==> src/rtl/rmq_sqrt.sv <==
// Pipelined integer square root, one root bit per stage, payload carried along.
module rmq_sqrt #(
  parameter int ROOT_W = 16,
  parameter int PW     = 8
) (
  input  logic                clk,
  input  logic                rst_n,
  input  logic                en,
  input  logic                in_valid,
  input  logic [2*ROOT_W-1:0] in_rad,
  input  logic [PW-1:0]       in_pay,
  output logic                out_valid,
  output logic [ROOT_W-1:0]   out_root,
  output logic [PW-1:0]       out_pay
);

  localparam int NW = 2 * ROOT_W;
  localparam int RW = ROOT_W + 2;

  logic              vld_r  [ROOT_W];
  logic [RW-1:0]     rem_r  [ROOT_W];
  logic [ROOT_W-1:0] root_r [ROOT_W];
  logic [NW-1:0]     rad_r  [ROOT_W];
  logic [PW-1:0]     pay_r  [ROOT_W];

  logic              vld_p  [ROOT_W];
  logic [RW-1:0]     rem_p  [ROOT_W];
  logic [ROOT_W-1:0] root_p [ROOT_W];
  logic [NW-1:0]     rad_p  [ROOT_W];
  logic [PW-1:0]     pay_p  [ROOT_W];
  logic [RW-1:0]     rem_nxt  [ROOT_W];
  logic [ROOT_W-1:0] root_nxt [ROOT_W];

  always_comb begin
    for (int k = 0; k < ROOT_W; k++) begin
      logic [RW-1:0] rem_sh, trial;
      if (k == 0) begin
        vld_p[k]  = in_valid;
        rem_p[k]  = '0;
        root_p[k] = '0;
        rad_p[k]  = in_rad;
        pay_p[k]  = in_pay;
      end else begin
        vld_p[k]  = vld_r[k-1];
        rem_p[k]  = rem_r[k-1];
        root_p[k] = root_r[k-1];
        rad_p[k]  = rad_r[k-1];
        pay_p[k]  = pay_r[k-1];
      end
      rem_sh = {rem_p[k][RW-3:0], rad_p[k][NW-1-2*k -: 2]};
      trial  = {root_p[k], 2'b01};
      if (rem_sh >= trial) begin
        rem_nxt[k]  = rem_sh - trial;
        root_nxt[k] = {root_p[k][ROOT_W-2:0], 1'b1};
      end else begin
        rem_nxt[k]  = rem_sh;
        root_nxt[k] = {root_p[k][ROOT_W-2:0], 1'b0};
      end
    end
  end

  always_ff @(posedge clk) begin
    if (!rst_n) begin
      for (int k = 0; k < ROOT_W; k++) vld_r[k] <= 1'b0;
    end else if (en) begin
      for (int k = 0; k < ROOT_W; k++) vld_r[k] <= vld_p[k];
    end
  end

  always_ff @(posedge clk) begin
    if (en) begin
      for (int k = 0; k < ROOT_W; k++) begin
        rem_r[k]  <= rem_nxt[k];
        root_r[k] <= root_nxt[k];
        rad_r[k]  <= rad_p[k];
        pay_r[k]  <= pay_p[k];
      end
    end
  end

  assign out_valid = vld_r[ROOT_W-1];
  assign out_root  = root_r[ROOT_W-1];
  assign out_pay   = pay_r[ROOT_W-1];

endmodule

==> config.mk <==
export PLATFORM = sky130hd
export DESIGN_NAME = rmq_sqrt
export DESIGN_NICKNAME = d
export VERILOG_FILES = /design/src/rtl/rmq_sqrt.sv
export SDC_FILE = /design/constraint.sdc
export NUM_CORES = 1
export LEC_CHECK = 0
export BUFFER_PORTS_ARGS = -buffer_cell sky130_fd_sc_hd__buf_2
export CELL_PAD_IN_SITES_DETAIL_PLACEMENT = 0
export CELL_PAD_IN_SITES_GLOBAL_PLACEMENT = 2
export CORE_MARGIN = 2
export CORE_UTILIZATION = 25
export CTS_BUF_LIST = sky130_fd_sc_hd__clkbuf_8
export CTS_CLUSTER_SIZE = 40
export DETAILED_ROUTE_END_ITERATION = 10
export HOLD_SLACK_MARGIN = 0.05
export PLACE_DENSITY_LB_ADDON = 0.3
export SYNTH_ARGS = -nofsm -noshare
export SYNTH_HDL_FRONTEND = slang
export SYNTH_SLANG_ARGS = --single-unit
==> constraint.sdc <==
create_clock -name clk -period 3.7 [get_ports clk]
set_input_delay 0.37 -clock clk [delete_from_list [all_inputs] [get_ports clk]]
set_output_delay 0.37 -clock clk [all_outputs]
set_load 0.05 [all_outputs]
== Word-level counts from Yosys, hierarchy flattened ==
Memories as Yosys holds them, arrays and structs flattened.
Index checks and enable logic that the tools add are counted.
Cells by class
  $add $sub $neg: 16
  muxes and demuxes: 53
  magnitude comparators: 16
  bitwise gates (word level): 16
Operator list (count)
  two-way mux 18 bit: 16
  >= comparator 18 bit: 15
  subtractor 18 bit: 15
  two-way mux 1 bit: 37
  OR 1 bit: 16
  subtractor 2 x 1 -> 3 bit (second input constant): 1
  >= comparator 2 x 1 -> 1 bit (second input constant): 1
Word-level totals
  memories: 5
  output and inout port bits: 25
  register bits after elaboration: 0
  bits in writable memories: 1200
  logic and storage cells: 106
  input bits: 44
Memories
  rad_r: words 16, bits a word 32, rd ports 15, clocked after memory_dff 0, wr ports 16, RTL line 23  | logic [NW-1:0] rad_r [ROOT_W];
  rem_r: words 16, bits a word 18, rd ports 15, clocked after memory_dff 0, wr ports 16, RTL line 21  | logic [RW-1:0] rem_r [ROOT_W];
  root_r: words 16, bits a word 16, rd ports 16, clocked after memory_dff 0, wr ports 16, RTL line 22  | logic [ROOT_W-1:0] root_r [ROOT_W];
  pay_r: words 16, bits a word 8, rd ports 16, clocked after memory_dff 0, wr ports 16, RTL line 24  | logic [PW-1:0] pay_r [ROOT_W];
  vld_r: words 16, bits a word 1, rd ports 16, clocked after memory_dff 0, wr ports 16, RTL line 20  | logic vld_r [ROOT_W];

== Longest topological paths before layout ==
Gate-level depths: netlist of the first run.
  depth after elaboration: 4
  mapped depth: 12
  mapped depth without buffers: 10

== Least setup slack after synthesis of the first run ==
Ideal clock, no wire load.
  kind: flip-flop to flip-flop
  start: mem rem_r[1][36] in the netlist's numbering
  end: mem rem_r[1][69] in the netlist's numbering (data pin)
  stages on the path, launching flop included: 9
  clock period less this slack: 2591 ps
  path slack: 1109 ps
  arrival: 2331 ps
  buffers on the path: 0
  cell sequence: edfxtp_1 -> ha_1 -> or3_1 -> o22ai_1 -> o21a_1 -> nor2_1 -> o41ai_1 -> nor3b_1 -> mux2_2
RTL lines (RTL line)
  from (decl): 21

==> results of run 1 <==
[critical path, delay by kind of cell, from the launching register on]
kind / cells / cell delay [ns]
and+or+nand+nor: 2 / 0.74
muxes: 1 / 0.49
DFF: 1 / 0.39
AOI/OAI and AO/OA: 3 / 0.91
adders and majority gates: 1 / 0.36
[layer usage]
metal  vias up  part of all wire  GRT usage
met2       300              0.49      0.158
met4         0             0.033     0.0446
met5         -                 0          0
met3       153             0.044     0.0263
li1       8694                 -          -
met1      8225              0.43      0.106
[path summary, 6_finish.rpt]
kind              slack (ns)     startpoint      endpoint
setup / recovery        0.52   rem_r[1][36]  rem_r[1][66]
hold reg to reg         0.38  rad_r[0][224]   rad_r[1][0]
hold / removal          0.25      in_rad[1]   rad_r[0][1]
setup reg to reg        0.52   rem_r[1][36]  rem_r[1][66]
[power groups by stage]
stage,Clock [mW],Combinational [mW],Sequential [mW]
final,7.41,2.98,10.8
after global routing,8.20,3.38,10.9
after CTS,7.87,3.02,10.8
after detailed placement,0,2.97,11.0
after global placement,0,2.94,11.0
after floorplan,0,2.11,10.9
[synthesized netlist by cell type (27+ instances only)]
library cell	count	area (um2)
sky130_fd_sc_hd__nand2b_1	27	169
sky130_fd_sc_hd__xor2_1	82	718
sky130_fd_sc_hd__o21a_1	34	255
sky130_fd_sc_hd__ha_1	152	1900
sky130_fd_sc_hd__inv_1	175	657
sky130_fd_sc_hd__nand2_1	113	424
sky130_fd_sc_hd__mux2_2	28	315
sky130_fd_sc_hd__edfxtp_1	743	22300
sky130_fd_sc_hd__a21o_1	39	293
sky130_fd_sc_hd__a21oi_1	125	626
sky130_fd_sc_hd__xnor2_1	71	622
sky130_fd_sc_hd__nor2_1	137	514
sky130_fd_sc_hd__nor3_1	41	205
sky130_fd_sc_hd__o21ai_0	101	505
[cell usage in the layout (no fill, tap or decap), types with 19 or more instances in the layout]
cell | netlist | routed
sky130_fd_sc_hd__buf_2 | 9 | 67
sky130_fd_sc_hd__ha_1 | 152 | 152
sky130_fd_sc_hd__nor2b_1 | 22 | 22
sky130_fd_sc_hd__clkbuf_8 | 0 | 144
sky130_fd_sc_hd__dlygate4sd3_1 | 0 | 45
sky130_fd_sc_hd__nor2_1 | 137 | 137
sky130_fd_sc_hd__a21oi_1 | 125 | 125
sky130_fd_sc_hd__xor2_1 | 82 | 82
sky130_fd_sc_hd__nand3_1 | 22 | 22
sky130_fd_sc_hd__clkinv_1 | 1 | 31
sky130_fd_sc_hd__o21a_1 | 34 | 34
sky130_fd_sc_hd__nor4_1 | 20 | 20
sky130_fd_sc_hd__nand2_1 | 113 | 113
sky130_fd_sc_hd__mux2_2 | 28 | 28
sky130_fd_sc_hd__xnor2_1 | 71 | 71
sky130_fd_sc_hd__a21o_1 | 39 | 39
sky130_fd_sc_hd__edfxtp_1 | 743 | 743
sky130_fd_sc_hd__o21ai_0 | 101 | 101
sky130_fd_sc_hd__and3_1 | 21 | 21
sky130_fd_sc_hd__nor3_1 | 41 | 41
sky130_fd_sc_hd__and2_1 | 19 | 19
sky130_fd_sc_hd__or3_1 | 23 | 23
sky130_fd_sc_hd__nand2b_1 | 27 | 27
sky130_fd_sc_hd__inv_1 | 175 | 214
[state kept, by name (all words and copies together) (netlist names)]
register	flops
root_r	136
rad_r	240
vld_r	16
rem_r	224
pay_r	128
[layout make-up]
type | instances | area (um2)
Timing Repair Buffer | 137 | 1070
Antenna cell | 1 | 2.50
Inverter | 177 | 664
Sequential cell | 744 | 22300
Clock buffer | 144 | 1980
Tap cell | 1650 | 2060
Multi-Input combinational cell | 1243 | 8610
Clock inverter | 93 | 588
Fill cell | 12700 | 88600
[cells by family (layout without fill, tap and decap cells)]
logic type / after synthesis / count (layout)
fa+ha+maj: 152 / 152
simple gates: 516 / 516
other cells: 1 / 2
xor+xnor: 154 / 154
mux: 31 / 31
buf+inv: 207 / 551
compound gates: 389 / 389
flops: 744 / 744
[what timing repair did]
action | CTS | global route
endpoints found under the setup margin | 0 | 0
hold endpoints to repair | 116 | 0
hold buffers | 45 | 0
==> results.md, run 1 <==
Synthesis:
- For this run, the number of Yosys warnings is 0.
- In this run, synthesis inferred about 740 flip-flops with an integrated enable.
- The synthesized-area fraction occupied by ao, oa, aoi and oai cells was 0.0750.
- The total of flip-flops plus latches after synthesis is 744.
- After synthesis the cells add up to 0.0318 mm2.
- Of the total synthesized cell area, the portion taken by full adders, half adders and majority gates is 0.0599.
- The share of async-settable or async-resettable flops after synthesis is 0.
- The flip-flop cell with the highest count after synthesis is sky130_fd_sc_hd__edfxtp_1.
- The mux contribution to synthesized area is 0.0109.
- Of the total synthesized cell area, the portion taken by AND, OR, NAND and NOR gates is 0.0826.
- After synthesis, the largest family of logic cells by area is simple AND/OR/NAND/NOR gates.
- The register area share after synthesis is 0.703.
- Of the total synthesized cell area, the portion taken by XOR and XNOR cells is 0.0427.
- The number of instances in the synthesized netlist is 2194.
- Counting every net in the synthesized netlist gives about 2400.
- The post-synthesis average cell area is around 14 um2.
- The number of unique standard cell types used by synthesis is between 70 and 80.

Job:
- The number of max-capacitance violations reported is 0.

Detailed routing:
- The count of nets left with antenna violations once routing finished came out at 0.
- The detailed router finished its first iteration with 788 violations.
- The final layout contains routed wiring with a total length of just under 60 mm.
- The post-detailed-route via-to-cell ratio is 4.15.
- The number of search-and-repair iterations in the first detailed-routing pass is 4.
- The average routed wire per standard cell is approximately 14 um.
- The number of DRC violations after detailed routing is 0.
- The via count is roughly 17000.

STA:
- Setup repair after global routing left no endpoint under its margin.
- At the pin with the least slew margin, the transition time is 0.852 ns.
- The shortest clock period the worst path allows after layout is between 3 and 4 ns.
- The number of hold-slack violations in the final timing report is 0.
- The number of pins exceeding their max-slew limit in the final report is 0.
- Of the available clock period, the critical path in the final layout requires 0.859.
- The setup slack after layout is about 0.52 ns.
- The total negative slack is 0 ns.
- The clock tree skew after final layout is about 0.05 ns.
- The headroom to the max-slew limit is 0.430.
- The minimum hold slack is ~0.25 ns.
- Based on the critical path, the design can be clocked at up to around 310 MHz.
- Setup violations remaining at the end of the flow were counted as 0.

Clock network:
- The H-tree depth is 4.
- The quantity of gates resized following cts is 0.
- The clock transition at the register clock pins on the worst setup and hold paths after CTS is ~0.06 ns.
- The latest clock arrival within the worst-skew pair is 0.83 ns.
- The CTS tree is done.
- The longest clock path from root to sink contains 3 buffers.
- The tree is rooted in a sky130_fd_sc_hd__clkbuf_8.
- Once the clock tree was built, the setup fixing pass inserted 0 buffers.
- The number of buffers added by the clock tree synthesis step is 141.
- The total clock sinks is between 700 and 800.

Layout:
- Measured on the finished design, the core utilization comes to 0.296.
- The finished layout holds 4189 standard cells, fillers aside.
- The growth of design area from synthesis to finish is 17.5%.
- The final design area excluding fillers is 0.0373 mm2.
- At the end of the flow, the number of nets in the layout was approximately 2600.
- The fraction of layout instances using a drive strength above 1 is 0.124.

GRT:
- The via count of the first global-routing pass is 18394.
- The first-pass GRT wire length is between 90 and 100 mm.
- The initial antenna violation count is 1.
- In the global route stage, overall resource usage came out at 0.0923.
- For this run the aggregate overflow at the end of global routing stands at 0.
- Entering global routing, the biggest net connects approximately 110 pins.

Pwr:
- The power density over the cells is 569 mW/mm2.
- Summing internal, switching and leakage power gives roughly 21 mW.
- The worst voltage drop across the vdd grid is about 0.36 mV.
- The internal portion of the total power is 15.5 mW.
- The share of total power dissipated in sequential elements is 0.510.
- The switching component of the power is 5.72 mW.
- The power share of the combinational group is 0.141.
- The switching portion of total power is 0.270.
- In this run the static leakage power is between 10 and 15 nW.
- The share of total power dissipated in the clock network is 0.350.

Placement:
- In this run the cell area measured after placement is around 0.034 mm2.
- After detailed placement, the design holds a cell count of 3906.
- The worst setup slack after placement is 0.475 ns.
- The half-perimeter wire length after placement is roughly 39 mm.
- At the end of routability-driven placement, the weighted congestion stood at between 0.7 and 0.8.
- The quantity of I/O buffers inserted on ports is 68.

Die:
- The floorplan core area is ~0.13 mm2.
- The die covers 0.130 mm2.
- The floorplan step set the die width to ~360 um.
- The initial core utilization is 0.252.
- The die height is roughly 360 um.
- The number of I/O pins is slightly below 70.
- The floorplan has 130 rows.

Critical path:
- The worst setup path is launched from a flop.
- The critical path goes through ha_1, nor2b_1, o311ai_1, a21oi_1, a31oi_1, nand2_1, mux2_2.
- The highest-delay cell along the critical path is sky130_fd_sc_hd__nand2_1.
- STA puts the critical path data required time at between 4 and 5 ns.
- The number of cells traversed by the worst register-to-register path is 7.
- The type of the worst setup path is flop to flop.
- The largest single stage delay on the critical path is approximately 0.57 ns.
- The largest fanout on the critical path is 23.
- The signal arrival time at the worst endpoint is between 3 and 4 ns.
- STA classifies the critical path endpoint as a flop.

Min path:
- The worst hold path passes through 2 cells.
- The worst hold-check path type is input pin to flop.

Outcome:
- The flow ran to the end, and the final reports show no timing, DRC or antenna violations.
Power figures use the tool's default switching activity.
==> run 2, diff against run 1 <==
--- a/config.mk
+++ b/config.mk
@@ -8,13 +8,13 @@
 export BUFFER_PORTS_ARGS = -buffer_cell sky130_fd_sc_hd__buf_2
 export CELL_PAD_IN_SITES_DETAIL_PLACEMENT = 0
 export CELL_PAD_IN_SITES_GLOBAL_PLACEMENT = 2
-export CORE_MARGIN = 2
+export CORE_MARGIN = 3
 export CORE_UTILIZATION = 25
 export CTS_BUF_LIST = sky130_fd_sc_hd__clkbuf_8
 export CTS_CLUSTER_SIZE = 40
 export DETAILED_ROUTE_END_ITERATION = 10
 export HOLD_SLACK_MARGIN = 0.05
-export PLACE_DENSITY_LB_ADDON = 0.3
+export PLACE_DENSITY_LB_ADDON = 0.2
 export SYNTH_ARGS = -nofsm -noshare
 export SYNTH_HDL_FRONTEND = slang
 export SYNTH_SLANG_ARGS = --single-unit
==> results.md, run 2 (same netlist as run 1, synthesis figures left out) <==
GRT:
- The initial antenna violation count is 2 (+1).
- The overall track demand over capacity in global routing was 0.0963 (+0.00398).
- The via count of the first global-routing pass is 18059 (-1.8%).
- The pin count of the biggest net entering global routing came to 107 (+1.9%).
- The first-pass GRT wire length is 99.1 mm (+3.5%).
- The leftover overflow at the end of global routing was 0 (unchanged).

STA:
- The final clock period utilization by the worst path is 0.856 (-0.00300).
- The number of pins exceeding their max-slew limit in the final report is 0 (unchanged).
- The clock tree skew after final layout came to 0.0295 ns (-0.0204 ns).
- The setup violation total in the final timing report is 0 (unchanged).
- The shortest clock period the worst path allows after layout was 3.17 ns (-0.0111 ns).
- Setup repair after global routing left no endpoint under its margin.
- The total negative slack is 0 ns (unchanged).
- The number of hold-slack violations in the final timing report is 0 (unchanged).
- The maximum achievable frequency was 316 MHz (+0.35%).
- The headroom to the max-slew limit was 0.502 (+0.0716).
- The measured slew at the worst slew-check pin is 0.745 ns (-0.107 ns).

Clock network:
- TritonCTS built the clock tree.
- The buffer count from post-CTS setup fixing was 0 (unchanged).
- The number of buffers inserted for hold repair after clock tree synthesis is 46 (+2.2%).
- The number of buffers added by the clock tree synthesis step is 141 (unchanged).
- The tree is rooted in a sky130_fd_sc_hd__clkbuf_8.
- The quantity of gates resized following cts was 0 (unchanged).
- The clock transition at the register clock pins on the worst setup and hold paths after CTS is 0.05 ns (about the same).
- The number of buffers on the longest clock path came to 3 (unchanged).
- The latest clock arrival within the worst-skew pair is 0.82 ns (about the same).
- The H-tree depth is 4 (unchanged).
- The total clock sinks is 744 (unchanged).

Die:
- The die height was 362 um (+0.55%).
- The number of placement rows was 130 (unchanged).
- The overall die width is 362 um (+0.55%).
- The floorplan core area was 0.126 mm2 (unchanged).
- The initial core utilization is 0.252 (unchanged).
- The area enclosed by the die boundary is 0.131 mm2 (+1.1%).
- The number of I/O pins is 69 (unchanged).

Layout:
- The flip-flop count of the largest register, all copies and words added was 240 (unchanged).
- The largest registers in the layout are rad_r x240, rem_r x224, root_r x136.
- The library cells used most frequently in the layout, excluding fill and tap cells, are sky130_fd_sc_hd__edfxtp_1 (743), sky130_fd_sc_hd__inv_1 (226), sky130_fd_sc_hd__ha_1 (152), sky130_fd_sc_hd__clkbuf_8 (143), sky130_fd_sc_hd__nor2_1 (137).
- The growth of design area from synthesis to finish is 17.5% (about the same).
- The fraction of layout instances using a drive strength above 1 is 0.128 (+0.00397).
- Ranked by flip-flop count, first place goes to rad_r.
- The final standard cell count with taps included and fillers excluded is 4212 (+0.55%).
- The final net count is 2644 (+0.15%).
- Leaving out fill and tap cells, the most frequent cell in the layout is sky130_fd_sc_hd__edfxtp_1.

Critical path:
- The number of cells traversed by the worst register-to-register path is 8 (+1).
- The logic depth of the worst setup path including buffers is 8 (+1).
- On the critical path the largest part of the delay comes from compound AO/OA/AOI/OAI gates.
- The signal arrival time at the worst endpoint came to 3.72 ns (about the same).
- The source of the critical timing path is rem_r[1][90].
- The largest fanout on the critical path is 15 (-35%).
- Among all stages on the critical path, the largest delay is contributed by sky130_fd_sc_hd__nand3_1.
- The nature of the critical path endpoint is a flop.
- The signal on the critical path passes through ha_1, nor2b_1, o221ai_1, a21oi_1, o31ai_1, nand3_1, buf_4, mux2_2.
- The most critical setup path has its endpoint at rem_r[1][113].
- The launch point of the worst reg-to-reg path is rem_r[1][90].
- The critical path is of the flop to flop type.
- The sum of buffers and inverters on the critical path is 1 (+1).
- The worst endpoint required time is 4.25 ns (about the same).
- The largest stage delay on the critical path is 0.50 ns (-0.07 ns).
- The worst setup slack for register-to-register paths came to 0.53 ns (about the same).
- In this run the critical register-to-register path is captured at rem_r[1][113].
- The critical path launch point type is a flop.

Min path:
- The worst hold-check path type is input pin to flop.
- The number of cells on the worst hold path is 2 (unchanged).
- The origin of the worst min-delay path is in_rad[9].

Placement:
- The final RePlAce weighted congestion is 0.767 (-3.4%).
- The quantity of I/O buffers inserted on ports is 68 (unchanged).
- The half-perimeter wire length after placement was 42.1 mm (+6.9%).
- The placed instance count is 3909 (+0.077%).

Detailed routing:
- The average routed wire per standard cell is 14.8 um (+5.1%).
- The highest signal layer in the routed design is met4.
- The number of search-and-repair iterations in the first detailed-routing pass was 5 (+1).
- The post-detailed-route via-to-cell ratio is 4.17 (+0.58%).
- The met2 layer wire length in the routed design is 28.5 mm (-1.9%).
- The number of nets still failing antenna checks after routing is 0 (unchanged).
- The detailed-route wire length is 62.5 mm (+5.7%).
- The count of routing violations after the opening detailed-route iteration was 1017 (+29%).
- The number of DRC violations after detailed routing was 0 (unchanged).
- The met3 wirelength from detailed routing was 2.85 mm (+11%).
- The detailed-routing wirelength on met1 is 28.9 mm (+13%).
- The via count is 17568 (+1.1%).

Pwr:
- The switching component of the power was 5.69 mW (-0.49%).
- The cell-internal power is 15.4 mW (-0.39%).
- The worst voltage drop across the vdd grid was 0.334 mV (-7.6%).
- The power share of the clock group was 0.344 (-0.006).
- The leakage power is 14.2 nW (+0.35%).
- The power density over the cells is 566 mW/mm2 (-0.40%).
- The switching portion of total power was 0.270 (about the same).
- The power share of the combinational group is 0.143 (+0.002).
- The register share of total power is 0.513 (+0.003).

Outcome:
- The run finished with clean final reports.

Job:
- The number of max-capacitance violations reported was 0 (unchanged).
## run 2: power by group through the flow
stage	sequential, mW	combinational, mW	clock [mW]
floorplan	10.9	2.11	0
global placement	11.0	3.00	0
detailed placement	11.0	3.01	0
CTS	10.9	3.06	7.78
global route	10.9	3.44	8.14
finish	10.8	3.02	7.27
## run 2: final cells by class
cell class	count	area, um2
Multi-Input combinational cell	1243	8610
Fill cell	12705	88600
Sequential cell	744	22300
Inverter	177	664
Tap cell	1650	2060
Timing Repair Buffer	141	1100
Clock buffer	143	1970
Antenna cell	1	2.50
Clock inverter	113	564
## run 2: per-layer routing
metal / vias to the layer above / track usage
li1: 8714 / -
met1: 8400 / 0.122
met2: 309 / 0.151
met3: 145 / 0.0274
met4: 0 / 0.0470
met5: - / 0
## run 2: worst min path at each step
stage / to / slack, ns
4_1_cts: rad_r[0][9] / 0.11
5_1_grt: rad_r[0][25] / 0.17
2_1_floorplan: pay_r[0][10] / 0.40
6_report: rad_r[0][9] / 0.26
3_3_place_gp: rad_r[0][74] / 0.40
3_5_place_dp: pay_r[0][36] / 0.40
## run 2: stage by stage
| stage | power [mW] | util | setup slack (ns) | area [um2] | hold WS, ns |
|---|---|---|---|---|---|
| floorplan | 13.0 | - | 1.11 | 31800 | 0.400 |
| finish | 21.1 | 0.296 | 0.533 | 37300 | 0.264 |
| CTS | 21.7 | 0.296 | 0.493 | 37300 | 0.107 |
| global placement | 14.0 | 0.273 | 0.546 | 34300 | 0.400 |
| global route | 22.5 | 0.296 | 0.254 | 37300 | 0.166 |
| detailed placement | 14.0 | 0.273 | 0.513 | 34300 | 0.405 |
## run 2: worst reg2reg max path, stage by stage, from the launching register on
cell and delay, ns:
sky130_fd_sc_hd__edfxtp_1 0.40, sky130_fd_sc_hd__ha_1 0.37, sky130_fd_sc_hd__nor2b_1 0.17, sky130_fd_sc_hd__o221ai_1 0.28
sky130_fd_sc_hd__a21oi_1 0.17, sky130_fd_sc_hd__o31ai_1 0.36, sky130_fd_sc_hd__nand3_1 0.50, sky130_fd_sc_hd__buf_4 0.38
sky130_fd_sc_hd__mux2_2 0.28
==> run 3, diff against run 2 <==
--- a/config.mk
+++ b/config.mk
@@ -5,7 +5,8 @@
 export SDC_FILE = /design/constraint.sdc
 export NUM_CORES = 1
 export LEC_CHECK = 0
-export BUFFER_PORTS_ARGS = -buffer_cell sky130_fd_sc_hd__buf_2
+export BUFFER_PORTS_ARGS = -buffer_cell sky130_fd_sc_hd__buf_4
+export CAP_MARGIN = 20
 export CELL_PAD_IN_SITES_DETAIL_PLACEMENT = 0
 export CELL_PAD_IN_SITES_GLOBAL_PLACEMENT = 2
 export CORE_MARGIN = 3
@@ -15,6 +16,7 @@
 export DETAILED_ROUTE_END_ITERATION = 10
 export HOLD_SLACK_MARGIN = 0.05
 export PLACE_DENSITY_LB_ADDON = 0.2
+export REMOVE_ABC_BUFFERS = 1
 export SYNTH_ARGS = -nofsm -noshare
 export SYNTH_HDL_FRONTEND = slang
 export SYNTH_SLANG_ARGS = --single-unit
==> results.md, run 3 (same netlist as run 1, synthesis figures left out) <==
Outcome:
- The flow ran to the end, and the final reports show no timing, DRC or antenna violations.

Clock network:
- The number of buffers on the longest clock path is 3 (unchanged).
- The buffer count from post-CTS setup fixing is 0 (unchanged).
- The latest clock arrival within the worst-skew pair is 0.81 ns (about the same).
- The total clock sinks is 744 (unchanged).
- TritonCTS built the clock tree.
- The H-tree depth is 4 (unchanged).
- The root buffer cell chosen for the clock tree is sky130_fd_sc_hd__clkbuf_8.
- The clock transition at the register clock pins on the worst setup and hold paths after CTS is 0.05 ns (about the same).
- The number of buffers added by the clock tree synthesis step is 143 (+1.4%).

Detailed routing:
- The detailed-route wire length came to 60.8 mm (-2.7%).
- The count of routing violations after the opening detailed-route iteration came to 958 (-5.8%).
- The post-detailed-route via-to-cell ratio is 4.17 (-0.11%).
- The number of DRC violations after detailed routing was 0 (unchanged).
- The via count was 17495 (-0.42%).
- The number of search-and-repair iterations in the first detailed-routing pass is 5 (unchanged).
- The number of nets still failing antenna checks after routing is 0 (unchanged).
- The average routed wire per standard cell came to 14.5 um (-2.4%).

STA:
- The headroom to the max-slew limit is 0.449 (-0.0535).
- The number of hold-slack violations in the final timing report is 0 (unchanged).
- The maximum achievable frequency came to 323 MHz (+2.2%).
- Setup repair after global routing left no endpoint under its margin.
- The setup violation total in the final timing report came to 0 (unchanged).
- The number of pins exceeding their max-slew limit in the final report is 0 (unchanged).
- The final clock period utilization by the worst path was 0.838 (-0.0182).
- The clock tree skew after final layout came to 0.0389 ns (+0.00940 ns).
- The total negative slack is 0 ns (unchanged).
- The measured slew at the worst slew-check pin is 0.825 ns (+0.0800 ns).
- The shortest clock period the worst path allows after layout is 3.10 ns (-0.0672 ns).

Die:
- The number of placement rows is 130 (unchanged).
- The floorplan core area came to 0.126 mm2 (unchanged).
- The overall die width is 362 um (unchanged).
- The area enclosed by the die boundary came to 0.131 mm2 (unchanged).
- The number of I/O pins was 69 (unchanged).
- The die height is 362 um (unchanged).
- The initial core utilization is 0.252 (unchanged).

Layout:
- The fraction of layout instances using a drive strength above 1 was 0.125 (-0.00283).
- The library cell used most frequently in the layout, excluding fill and tap cells, is sky130_fd_sc_hd__edfxtp_1.
- The final design area excluding fillers was 0.0375 mm2 (+0.55%).
- The register bank with the most flops is rad_r.
- In the layout the commonest cells are sky130_fd_sc_hd__edfxtp_1 (743), sky130_fd_sc_hd__inv_1 (218), sky130_fd_sc_hd__ha_1 (152), sky130_fd_sc_hd__clkbuf_8 (143), sky130_fd_sc_hd__nor2_1 (137).
- The final standard cell count with taps included and fillers excluded is 4199 (-0.31%).
- The final net count was 2640 (-0.15%).
- The number of inserted filler cells in the final layout was 12785 (+0.63%).
- The growth of design area from synthesis to finish is 18.1%.
- The final design utilization came to 0.298 (+0.00164).
- The flip-flop count of the largest register, all copies and words added is 240 (unchanged).
- The largest registers in the layout are rad_r x240, rem_r x224, root_r x136.

Critical path:
- The critical path goes through ha_1, o21a_1, o22ai_1, o21a_1, nor2_1, o41ai_1, nor3b_1, mux2_2.
- The sum of buffers and inverters on the critical path is 0 (-1).
- The signal arrival time at the worst endpoint was 3.65 ns (-0.07 ns).
- STA classifies the critical path endpoint as a flop.
- The worst setup path is of the flop to flop kind.
- The largest fanout on the critical path is 4 (-11).
- STA classifies the critical path startpoint as a flop.
- The largest stage delay on the critical path is 0.63 ns (+0.13 ns).
- The highest-delay cell along the critical path is sky130_fd_sc_hd__o41ai_1.
- The worst endpoint required time is 4.25 ns (about the same).
- Among cell families on the critical path, the largest total delay comes from compound AO/OA/AOI/OAI gates.
- The dominant cell type by count on the critical path is sky130_fd_sc_hd__o21a_1.
- The worst setup slack for register-to-register paths is 0.60 ns (+0.07 ns).

Pwr:
- The power after layout is 21.4 mW (+1.4%).
- The power density over the cells is 571 mW/mm2 (+0.87%).
- The leakage power is 14.3 nW (+0.33%).
- The power share of the combinational group is 0.141 (-0.002).
- The switching component of the power is 5.69 mW (about the same).
- The switching portion of total power came to 0.266 (-0.00391).
- The worst voltage drop across the vdd grid was 0.290 mV (-13%).
- The cell-internal power is 15.7 mW (+2.0%).
- The power share of the clock group is 0.354 (+0.010).
- The register share of total power is 0.505 (-0.008).

GRT:
- The overall track demand over capacity in global routing is 0.0938 (-0.00246).
- The initial antenna violation count was 2 (unchanged).
- The pin count of the biggest net entering global routing is 106 (-0.93%).
- The via count of the first global-routing pass is 18024 (-0.19%).
- The leftover overflow at the end of global routing is 0 (unchanged).
- The first-pass GRT wire length is 97.1 mm (-2.0%).

Job:
- The number of max-capacitance violations reported is 0 (unchanged).

Placement:
- The half-perimeter wire length after placement came to 40.5 mm (-3.9%).
- The quantity of I/O buffers inserted on ports is 68 (unchanged).
- The placed instance area was 0.0344 mm2 (+0.34%).
- The final RePlAce weighted congestion is 0.783 (+2.2%).
- The placed instance count is 3904 (-0.13%).

Min path:
- The worst hold-check path type is input pin to flop.
## run 3: cell count changes in the layout (fill, tap and decap cells not counted), moves of 4 or more
| cell | delta |
|---|---|
| sky130_fd_sc_hd__clkinvlp_4 | -5 |
| sky130_fd_sc_hd__buf_2 | -67 |
| sky130_fd_sc_hd__clkinv_2 | -8 |
| sky130_fd_sc_hd__clkinv_1 | +4 |
| sky130_fd_sc_hd__bufinv_16 | +4 |
| sky130_fd_sc_hd__buf_4 | +63 |
| sky130_fd_sc_hd__inv_1 | -8 |
| sky130_fd_sc_hd__inv_8 | +4 |
## run 3: path summary, 6_finish.rpt
| path | from | to | depth (start not counted) |
|---|---|---|---|
| setup reg to reg | rem_r[1][37] | rem_r[1][69] | 8 |
| hold / removal | in_rad[17] | rad_r[0][17] | 2 |
| hold reg to reg | rad_r[1][98] | rad_r[1][130] | 0 |
| setup / recovery | rem_r[1][37] | rem_r[1][69] | 8 |
## run 3: cell type report
class | instances | area [um2] | share of cell area
Inverter | 177 | 664 | 0.0177
Tap cell | 1650 | 2060 | 0.0550
Sequential cell | 744 | 22300 | 0.595
Clock inverter | 105 | 661 | 0.0176
Multi-Input combinational cell | 1243 | 8610 | 0.230
Timing Repair Buffer | 135 | 1210 | 0.0322
Clock buffer | 143 | 1970 | 0.0525
Antenna cell | 2 | 5.00 | 0.000133
## run 3: power groups by stage
stage / clock [mW] / sequential, mW / combinational (mW)
floorplan: 0 / 10.9 / 2.10
global placement: 0 / 11.0 / 3.01
detailed placement: 0 / 11.0 / 3.01
CTS: 8.07 / 10.9 / 3.08
global route: 8.47 / 10.9 / 3.44
finish: 7.58 / 10.8 / 3.03
## run 3: worst reg2reg max path, stage by stage, from the launching register on
cell                       delay, ns
sky130_fd_sc_hd__edfxtp_1       0.43
sky130_fd_sc_hd__ha_1           0.38
sky130_fd_sc_hd__o21a_1         0.21
sky130_fd_sc_hd__o22ai_1        0.25
sky130_fd_sc_hd__o21a_1         0.23
sky130_fd_sc_hd__nor2_1         0.10
sky130_fd_sc_hd__o41ai_1        0.63
sky130_fd_sc_hd__nor3b_1        0.28
sky130_fd_sc_hd__mux2_2         0.37
## run 3: timing repair
| action | 4_1_cts | 5_1_grt |
|---|---|---|
| endpoints found under the setup margin | 0 | 0 |
| gates resized for setup | 0 | 0 |
| endpoints found under the hold margin | 114 | 0 |
| hold buffers | 45 | 0 |
## run 3: per-stage QoR
| step | setup slack (ns) | hold slack (ns) |
|---|---|---|
| 4_1_cts | 0.558 | 0.119 |
| 3_3_place_gp | 0.646 | 0.401 |
| 2_1_floorplan | 0.870 | 0.400 |
| 5_1_grt | 0.269 | 0.146 |
| 3_5_place_dp | 0.553 | 0.405 |
| 6_report | 0.600 | 0.282 |
## run 3: metal layers
layer | global-route usage | wire [um] | vias to the layer above
li1 | - | - | 8682
met1 | 0.112 | 26500 | 8369
met2 | 0.157 | 29600 | 294
met3 | 0.0294 | 2830 | 150
met4 | 0.0388 | 1840 | 0
met5 | 0 | 0 | -
